`config.mk`:
```
export PLATFORM = sky130hd
export DESIGN_NAME = pwm_throttle_slew_limiter_unit
export DESIGN_NICKNAME = d
export VERILOG_FILES = /design/src/design/pts_pkg.sv /design/src/design/pts_ctrl.sv /design/src/design/pts_datapath.sv /design/src/design/pwm_throttle_slew_limiter_unit.sv
export SDC_FILE = /design/constraint.sdc
export NUM_CORES = 1
export LEC_CHECK = 0
export ABC_CLOCK_PERIOD_IN_PS = 10200
export BUFFER_PORTS_ARGS = -buffer_cell sky130_fd_sc_hd__buf_4
export CORE_UTILIZATION = 65
export CTS_BUF_LIST = sky130_fd_sc_hd__clkbuf_8
export DETAILED_ROUTE_END_ITERATION = 8
export GPL_TIMING_DRIVEN = 1
export HOLD_SLACK_MARGIN = 0.06
export PLACE_DENSITY = 0.84
export SLEW_MARGIN = 20
export SYNTH_ARGS = -nofsm -noshare
export SYNTH_HDL_FRONTEND = slang
export SYNTH_SLANG_ARGS = --single-unit
```
`constraint.sdc`:
```
create_clock -name clk_i -period 10.2 [get_ports clk_i]
set_clock_uncertainty 0.15 [all_clocks]
set_input_delay 0 -clock clk_i [delete_from_list [all_inputs] [get_ports clk_i]]
set_output_delay 0 -clock clk_i [all_outputs]
set_load 0.03 [all_outputs]
```
`src/design/pts_pkg.sv`:
```
// ----------------------------------------------------------------------------
// PWM throttle slew limiter package
// Shared widths, register indexes, reset values and controller/datapath types.
// ----------------------------------------------------------------------------
package pts_pkg;

  // Field widths
  localparam int unsigned IDX_W   = 5;
  localparam int unsigned WIDTH_W = 16;
  localparam int unsigned THR_W   = 16;
  localparam int unsigned MIU_W   = 6;
  localparam int unsigned CFG_W   = 16;
  localparam int unsigned CFG_A_W = 2;

  // Default number of motor slots
  localparam int unsigned MOTOR_COUNT_DEF = 32;

  // Register indexes
  localparam logic [CFG_A_W-1:0] REG_PWM_MIN  = 2'd0;
  localparam logic [CFG_A_W-1:0] REG_PWM_MAX  = 2'd1;
  localparam logic [CFG_A_W-1:0] REG_MAX_STEP = 2'd2;
  localparam logic [CFG_A_W-1:0] REG_MIU      = 2'd3;

  // Register reset values
  localparam logic [WIDTH_W-1:0] PWM_MIN_RST  = 16'd1000;
  localparam logic [WIDTH_W-1:0] PWM_MAX_RST  = 16'd2000;
  localparam logic [THR_W-1:0]   MAX_STEP_RST = 16'd32768;
  localparam logic [MIU_W-1:0]   MIU_RST      = 6'd4;

  // Q1.15 full scale
  localparam logic [THR_W-1:0] FULL_THROTTLE = 16'd32768;

  // Quotient bits of the divider (quotient is always below 2^15)
  localparam int unsigned DIV_STEPS = 15;
  localparam int unsigned DCNT_W    = 4;

  // Commands from controller to datapath
  typedef struct packed {
    logic accept;    // latch input transaction, start state read
    logic prep;      // classify, load divider
    logic div_step;  // one restoring division step
    logic finish;    // clamp, store, load output register
  } cmd_t;

  // Status from datapath to controller
  typedef struct packed {
    logic need_div;  // width strictly between min and max, index valid
    logic div_last;  // current division step is the last
    logic out_busy;  // output register holds an untaken result
  } status_t;

endpackage

```
`src/design/pts_ctrl.sv`:
```
// ----------------------------------------------------------------------------
// PWM throttle slew limiter controller
// Sequences accept, classify, divide and finish for one transaction at a time.
// ----------------------------------------------------------------------------
module pts_ctrl (
  input  logic             clk_i,
  input  logic             rst_ni,
  input  logic             s_axis_tvalid,
  output logic             s_axis_tready,
  input  pts_pkg::status_t status_i,
  output pts_pkg::cmd_t    cmd_o
);

  localparam logic [1:0] ST_IDLE = 2'd0;
  localparam logic [1:0] ST_PREP = 2'd1;
  localparam logic [1:0] ST_DIV  = 2'd2;
  localparam logic [1:0] ST_FIN  = 2'd3;

  logic [1:0] state_q, state_d;

  // Next state and commands
  always_comb begin
    state_d       = state_q;
    cmd_o         = '0;
    s_axis_tready = 1'b0;
    case (state_q)
      ST_IDLE: begin
        s_axis_tready = 1'b1;
        if (s_axis_tvalid) begin
          cmd_o.accept = 1'b1;
          state_d      = ST_PREP;
        end
      end
      ST_PREP: begin
        cmd_o.prep = 1'b1;
        state_d    = status_i.need_div ? ST_DIV : ST_FIN;
      end
      ST_DIV: begin
        cmd_o.div_step = 1'b1;
        if (status_i.div_last) begin
          state_d = ST_FIN;
        end
      end
      ST_FIN: begin
        // hold until the output register is free
        if (!status_i.out_busy) begin
          cmd_o.finish = 1'b1;
          state_d      = ST_IDLE;
        end
      end
      default: begin
        state_d = ST_IDLE;
      end
    endcase
  end

  always_ff @(posedge clk_i or negedge rst_ni) begin
    if (!rst_ni) begin
      state_q <= ST_IDLE;
    end else begin
      state_q <= state_d;
    end
  end

endmodule

```
`src/design/pts_datapath.sv`:
```
// ----------------------------------------------------------------------------
// PWM throttle slew limiter datapath
// Configuration registers, per-motor throttle store, serial divider, slew
// clamp and output register.
// ----------------------------------------------------------------------------
module pts_datapath #(
  parameter int unsigned MOTOR_COUNT = pts_pkg::MOTOR_COUNT_DEF
) (
  input  logic                         clk_i,
  input  logic                         rst_ni,
  // configuration write
  input  logic                         cfg_we_i,
  input  logic [pts_pkg::CFG_A_W-1:0]  cfg_idx_i,
  input  logic [pts_pkg::CFG_W-1:0]    cfg_data_i,
  // input fields
  input  logic [pts_pkg::IDX_W-1:0]    in_idx_i,
  input  logic [pts_pkg::WIDTH_W-1:0]  in_width_i,
  // output channel
  output logic                         out_valid_o,
  input  logic                         out_ready_i,
  output logic [pts_pkg::IDX_W-1:0]    out_idx_o,
  output logic [pts_pkg::THR_W-1:0]    out_thr_o,
  output logic                         out_lim_o,
  output logic                         out_err_o,
  // control
  input  pts_pkg::cmd_t                cmd_i,
  output pts_pkg::status_t             status_o
);

  localparam int unsigned AW  = (MOTOR_COUNT > 1) ? $clog2(MOTOR_COUNT) : 1;
  localparam logic [8:0]  MCW = 9'(MOTOR_COUNT);

  // configuration registers
  logic [pts_pkg::WIDTH_W-1:0] pwm_min_q, pwm_max_q;
  logic [pts_pkg::THR_W-1:0]   max_step_q;
  logic [pts_pkg::MIU_W-1:0]   miu_q;

  // transaction registers
  logic [pts_pkg::IDX_W-1:0]   idx_q;
  logic [pts_pkg::WIDTH_W-1:0] width_q;
  logic                        err_q;
  logic [pts_pkg::WIDTH_W-1:0] span_q, rem_q;
  logic [pts_pkg::THR_W-1:0]   tgt_q;
  logic [pts_pkg::DCNT_W-1:0]  cnt_q;

  // throttle store with valid bits
  logic [pts_pkg::THR_W-1:0]   mem_q [MOTOR_COUNT];
  logic [MOTOR_COUNT-1:0]      vld_q;
  logic [pts_pkg::THR_W-1:0]   rd_q;
  logic                        rd_vld_q;

  // output register
  logic                        ov_q;
  logic [pts_pkg::IDX_W-1:0]   oidx_q;
  logic [pts_pkg::THR_W-1:0]   othr_q;
  logic                        olim_q, oerr_q;

  // Write configuration
  always_ff @(posedge clk_i or negedge rst_ni) begin
    if (!rst_ni) begin
      pwm_min_q  <= pts_pkg::PWM_MIN_RST;
      pwm_max_q  <= pts_pkg::PWM_MAX_RST;
      max_step_q <= pts_pkg::MAX_STEP_RST;
      miu_q      <= pts_pkg::MIU_RST;
    end else if (cfg_we_i) begin
      case (cfg_idx_i)
        pts_pkg::REG_PWM_MIN:  pwm_min_q  <= cfg_data_i;
        pts_pkg::REG_PWM_MAX:  pwm_max_q  <= cfg_data_i;
        pts_pkg::REG_MAX_STEP: max_step_q <= cfg_data_i;
        pts_pkg::REG_MIU:      miu_q      <= cfg_data_i[pts_pkg::MIU_W-1:0];
        default: ;
      endcase
    end
  end

  // Classification of the latched item
  logic idx_bad, low, high;
  assign idx_bad = ({1'b0, idx_q} >= miu_q) || (9'(idx_q) >= MCW);
  assign low     = (width_q <= pwm_min_q);
  assign high    = (width_q >= pwm_max_q);

  assign status_o.need_div = !idx_bad && !low && !high;
  assign status_o.div_last = (cnt_q == '0);
  assign status_o.out_busy = ov_q && !out_ready_i;

  // One restoring division step
  logic [pts_pkg::WIDTH_W:0]   rem_sh;
  logic                        q_bit;
  logic [pts_pkg::WIDTH_W:0]   rem_sub;
  assign rem_sh  = {rem_q, 1'b0};
  assign q_bit   = (rem_sh >= {1'b0, span_q});
  assign rem_sub = rem_sh - {1'b0, span_q};

  // Latch item, classify, divide
  always_ff @(posedge clk_i) begin
    if (cmd_i.accept) begin
      idx_q   <= in_idx_i;
      width_q <= in_width_i;
    end
    if (cmd_i.prep) begin
      err_q  <= idx_bad;
      span_q <= pwm_max_q - pwm_min_q;
      rem_q  <= width_q - pwm_min_q;
      cnt_q  <= pts_pkg::DCNT_W'(pts_pkg::DIV_STEPS - 1);
      tgt_q  <= (low || idx_bad) ? '0 : (high ? pts_pkg::FULL_THROTTLE : '0);
    end
    if (cmd_i.div_step) begin
      rem_q <= q_bit ? rem_sub[pts_pkg::WIDTH_W-1:0] : rem_sh[pts_pkg::WIDTH_W-1:0];
      tgt_q <= {tgt_q[pts_pkg::THR_W-2:0], q_bit};
      cnt_q <= cnt_q - 1'b1;
    end
  end

  // Slew clamp
  logic [pts_pkg::THR_W-1:0] prev;
  logic [pts_pkg::THR_W:0]   up_d, dn_d, sum_u, dif_d;
  logic                      clamp_up, clamp_dn;
  logic [pts_pkg::THR_W-1:0] result;
  assign prev     = rd_vld_q ? rd_q : '0;
  assign up_d     = {1'b0, tgt_q} - {1'b0, prev};
  assign dn_d     = {1'b0, prev} - {1'b0, tgt_q};
  assign clamp_up = (tgt_q > prev) && (up_d > {1'b0, max_step_q});
  assign clamp_dn = (prev > tgt_q) && (dn_d > {1'b0, max_step_q});
  assign sum_u    = {1'b0, prev} + {1'b0, max_step_q};
  assign dif_d    = {1'b0, prev} - {1'b0, max_step_q};
  always_comb begin
    if (clamp_up) begin
      result = sum_u[pts_pkg::THR_W-1:0];
    end else if (clamp_dn) begin
      result = dif_d[pts_pkg::THR_W-1:0];
    end else begin
      result = tgt_q;
    end
  end

  // Throttle store: registered read on accept, write on finish
  logic [AW-1:0] rd_addr, wr_addr;
  assign rd_addr = AW'(in_idx_i);
  assign wr_addr = AW'(idx_q);

  always_ff @(posedge clk_i) begin
    if (cmd_i.accept) begin
      rd_q <= mem_q[rd_addr];
    end
    if (cmd_i.finish && !err_q) begin
      mem_q[wr_addr] <= result;
    end
  end

  always_ff @(posedge clk_i or negedge rst_ni) begin
    if (!rst_ni) begin
      vld_q    <= '0;
      rd_vld_q <= 1'b0;
    end else begin
      if (cmd_i.accept) begin
        rd_vld_q <= vld_q[rd_addr];
      end
      if (cmd_i.finish && !err_q) begin
        vld_q[wr_addr] <= 1'b1;
      end
    end
  end

  // Output register: load on finish, drop when taken
  always_ff @(posedge clk_i or negedge rst_ni) begin
    if (!rst_ni) begin
      ov_q <= 1'b0;
    end else if (cmd_i.finish) begin
      ov_q <= 1'b1;
    end else if (out_ready_i) begin
      ov_q <= 1'b0;
    end
  end

  always_ff @(posedge clk_i) begin
    if (cmd_i.finish) begin
      oidx_q <= idx_q;
      othr_q <= err_q ? '0 : result;
      olim_q <= !err_q && (clamp_up || clamp_dn);
      oerr_q <= err_q;
    end
  end

  assign out_valid_o = ov_q;
  assign out_idx_o   = oidx_q;
  assign out_thr_o   = othr_q;
  assign out_lim_o   = olim_q;
  assign out_err_o   = oerr_q;

endmodule

```
`src/design/pwm_throttle_slew_limiter_unit.sv`:
```
// ----------------------------------------------------------------------------
// PWM throttle slew limiter
// Maps a motor's PWM pulse width to a Q1.15 throttle and limits its change
// per update against that motor's stored throttle.
// ----------------------------------------------------------------------------
// One transaction is processed at a time. A width strictly between the
// minimum and maximum passes accept, classify, 15 steps of the serial
// restoring divider and finish; one at or outside the limits, or a rejected
// index, skips the divider. The divider sets the rate. A new input is taken
// while the previous result still waits in the output register. The
// per-motor throttle store is cleared by reset at once through one valid bit
// per entry; no clearing pass is needed. The user must write configuration
// through a plain write port while idle; the block does not enforce it.
module pwm_throttle_slew_limiter_unit #(
  parameter int unsigned MOTOR_COUNT = pts_pkg::MOTOR_COUNT_DEF
) (
  input  logic                        clk_i,
  input  logic                        rst_ni,
  // configuration
  input  logic                        cfg_we_i,
  input  logic [pts_pkg::CFG_A_W-1:0] cfg_idx_i,
  input  logic [pts_pkg::CFG_W-1:0]   cfg_data_i,
  // input stream
  input  logic                        s_axis_tvalid,
  output logic                        s_axis_tready,
  input  logic [23:0]                 s_axis_tdata,  // motor_index[4:0], pulse_width[20:5]
  // result stream
  output logic                        m_axis_tvalid,
  input  logic                        m_axis_tready,
  output logic [23:0]                 m_axis_tdata,  // motor_echo[4:0], throttle[20:5],
                                                     // slew_limited[21]
  output logic                        m_axis_tuser   // index_error
);

  pts_pkg::cmd_t    cmd;
  pts_pkg::status_t status;

  logic [pts_pkg::IDX_W-1:0] out_idx;
  logic [pts_pkg::THR_W-1:0] out_thr;
  logic                      out_lim;

  pts_ctrl u_ctrl (
    .clk_i         (clk_i),
    .rst_ni        (rst_ni),
    .s_axis_tvalid (s_axis_tvalid),
    .s_axis_tready (s_axis_tready),
    .status_i      (status),
    .cmd_o         (cmd)
  );

  pts_datapath #(
    .MOTOR_COUNT (MOTOR_COUNT)
  ) u_datapath (
    .clk_i       (clk_i),
    .rst_ni      (rst_ni),
    .cfg_we_i    (cfg_we_i),
    .cfg_idx_i   (cfg_idx_i),
    .cfg_data_i  (cfg_data_i),
    .in_idx_i    (s_axis_tdata[4:0]),
    .in_width_i  (s_axis_tdata[20:5]),
    .out_valid_o (m_axis_tvalid),
    .out_ready_i (m_axis_tready),
    .out_idx_o   (out_idx),
    .out_thr_o   (out_thr),
    .out_lim_o   (out_lim),
    .out_err_o   (m_axis_tuser),
    .cmd_i       (cmd),
    .status_o    (status)
  );

  // Pack result fields, zero fill to whole bytes
  assign m_axis_tdata = {2'b00, out_lim, out_thr, out_idx};

endmodule

```
==> impl_metrics.ini <==
[run_status]
outcome = finished, final reports clean

[clock_network]
cts_buffers = 108
cts_max_level = 3
clock-root-buffer = clkbuf_8
cts_buffer_depth = 3
postCtsSetupRepairBufs = 0
clk_latency_ns = 0.73
cts_tree = yes
cts_num_sinks = 715
clk_pin_slew_ns = 0.06

[pwr]
power.switching_fraction_pct = 39.3
intPower_mw = 8.07
p_total_mw = 13.3
switching_power_mw = 5.23
pwr-share-comb_pct = 43.5
p_leak_nw = 14.3
p_clk_share_pct = 16.7
ir_worst_vdd_uv = 383
seq_power_share_pct = 39.8
cellPowerDensity_mw_per_mm2 = 347

[placement]
gp_congestion = 0.911
hpwl_um = 53200
dp_cells = 2903
io_buffer_count = 68

[global_route]
grt_overflow_total = 0
grt_pass1_vias = 21200
grt_max_degree = 77
grt_pass1_wl_um = 126000
grt_usage_pct = 32.2
antenna_found_initial = 2

[routing]
routedWlPerCell_um = 26.3
firstDrtPassIters = 6
drt-initial-drc-count = 2144
vias = 20700
ant_nets = 0
routed_wl_um = 84100
via_per_inst = 6.47
drc = 0

[synthesis]
yosys-top-cells-count = 625 x edfxtp_1, 170 x mux4_2, 155 x ha_1
ys_ff_latch = 715
yosys_warnings = 0
ys_seq_area_share_pct = 62.3
ys.flop_type = edfxtp_1
synth_top_cell_by_area = edfxtp_1
yosysTopAreaCellShare_pct = 55.5
ys_async_sr_fraction_pct = 12.6
netlist_area_mm2 = 0.0338
yosysMostFrequentCell = edfxtp_1
synth_edf_count = 625
synthTopCellsByArea = edfxtp_1 56%, mux4_2 11%, ha_1 5.7%, dfrtp_1 5.6%, mux2_2 1.8%
avgSynthCellArea_um2 = 15.4
synth_cell_types = 93
syn-instance-count = 2192

[timing]
relSlewSlack_pct = 20.8
final.period_utilization_pct = 72.9
finalHoldViolCount = 0
fin_tns_setup_ns = 0
rsz0062_at_grt = false
setup_viol = 0
timing.final.crit_period_ns = 7.43
slew_viol_final = 0
worst_pin_slew_ns = 1.18
fmax_ghz = 0.135

[worst_hold_path]
hp-start = s_axis_tdata[4]
min_path_type = primary input to register

[floorplan]
placementRows = 83
initial_utilization_pct = 65.9
dieArea_mm2 = 0.0529
die_h_um = 230
coreArea_mm2 = 0.0513
die-width_um = 230
ios = 74

[setup_path]
crit_type = register to register
crit_path_start_kind = register
crit_required_ns = 10.21
cpMostUsedCell = nand2_1
crit_path_max_incr_delay_ns = 0.67
worst-path-max-fanout = 36
path_buf_inv = 3
arrival_ns = 7.44
startpoint = u_datapath.rd_vld_q
cpMaxStageDelayCell = nand2_1
crit_family = simple AND/OR/NAND/NOR gates
worst_setup_path_end_kind = register
r2r-start = u_datapath.rd_vld_q

[layout]
finalNonFillerCells = 3199
drive_gt1_share_pct = 23.4
final_nets = 2635
areaGrowthSynthToFinish_pct = 13.5

[run]
cap_violations = 0
-- timing repair --
action	CTS	global route
hold buffers	96	0
gates resized for setup	0	0
hold endpoints to repair	193	0
-- worst register-to-register path: cells and delay by family (launching register included) --
kind | cells | cell delay [ns]
fa+ha+maj | 2 | 0.70
flops | 1 | 0.33
simple gates | 12 | 2.92
xor+xnor | 1 | 0.15
compound gates | 8 | 1.81
buf+inv | 3 | 0.80
-- flip-flops by register name, summed over array words and instances, names as in the netlist --
signal and cells:
u_datapath.max_step_q 16, u_datapath.idx_q 5, u_datapath.vld_q 32, u_datapath.rd_vld_q 1, u_datapath.out_lim_o 1, u_datapath.span_q 16, u_datapath.tgt_q 16, u_ctrl.state_q 2
u_datapath.rem_q 16, u_datapath.mem_q 512, u_datapath.cnt_q 4, u_datapath.out_err_o 1, u_datapath.out_thr_o 16, u_datapath.rd_q 16, u_datapath.pwm_min_q 16, u_datapath.miu_q 6
u_datapath.out_valid_o 1, u_datapath.pwm_max_q 16, u_datapath.err_q 1, u_datapath.out_idx_o 5, u_datapath.width_q 16
-- kinds of logic after synthesis --
logic type	Yosys count	share of synthesized area, %
compound gates	355	7.14
fa+ha+maj	164	6.10
xor+xnor	77	2.00
simple gates	408	6.16
buf+inv	234	2.78
flops	715	62.3
other cells	1	0.0111
mux	238	13.5
-- layout by cell type (no fill, tap or decap), types with 13 or more instances in the layout --
master         netlist  layout
or2_2               37      37
nor2_1             105      93
buf_4                7     120
dfstp_2             14      14
and2_1              21      20
nand2_1             88      88
nand4_1             14      14
a21oi_1             94      86
a21o_1              35      35
dlygate4sd3_1        0      95
nor2b_1             34      34
nand2b_1            15      15
nor3_1              25      25
a211oi_1            16      15
nand3_1             23      23
edfxtp_1           625     625
xor2_1              23      23
mux2_2              55      55
dfrtp_1             76      76
mux4_2             170     170
o22ai_1             13      13
o211ai_1            13      13
clkbuf_8             0     118
ha_1               155     154
clkinv_1             0      19
o21ai_0             68      67
xnor2_1             54      54
inv_1              142     188
-- metal layers --
| metal | up-vias | wire, µm | track usage [%] |
|---|---|---|---|
| li1 | 8959 | - | - |
| met2 | 1084 | 42400 | 54.4 |
| met4 | 0 | 3520 | 13.5 |
| met1 | 10400 | 32000 | 41.8 |
| met5 | - | 0 | 0 |
| met3 | 222 | 6240 | 5.33 |
-- power groups by stage --
stage          logic (mW)  clock network (mW)  registers [mW]
6_report             5.79                2.22            5.29
5_1_grt              6.23                2.37            5.32
4_1_cts              5.64                2.24            5.29
3_5_place_dp         5.58                   0            5.35
3_3_place_gp         5.32                   0            5.32
2_1_floorplan        3.60                   0            5.38
-- through the flow --
step                worst slack, ns  cell area [µm²]  util [%]  hold WS (ns)
CTS                            2.99            38300      74.7         0.127
global route                   2.53            38300      74.7         0.148
finish                         2.77            38300      74.7         0.184
global placement               3.17            35300      68.7        -0.139
detailed placement             3.00            35300      68.7        -0.124
floorplan                      3.60            33800         -        -0.446
-- final cells by class --
class / count / area [µm²]
fillers: 2989 / 13000
well taps: 680 / 851
clock buffers: 117 / 1610
clock inverters: 81 / 445
inverters: 142 / 533
multi-input cells: 1244 / 11900
diodes: 1 / 2.50
flip-flops and latches: 715 / 21000
repair buffers: 219 / 1920
-- final timing paths --
| check | slack [ns] | end | cells after the start |
|---|---|---|---|
| worst max-delay path | 2.77 | u_datapath.mem_q[1][13] | 26 |
| max in group asynchronous | 9.01 | u_datapath.vld_q[8] | 4 |
| min in group asynchronous | 0.24 | u_datapath.max_step_q[11] | 4 |
| worst max register to register | 2.77 | u_datapath.mem_q[1][13] | 26 |
| worst min-delay path | 0.18 | u_datapath.idx_q[4] | 2 |
| worst min register to register | 0.31 | u_datapath.vld_q[7] | 1 |
No activity file was read; power rests on OpenSTA's default activity.
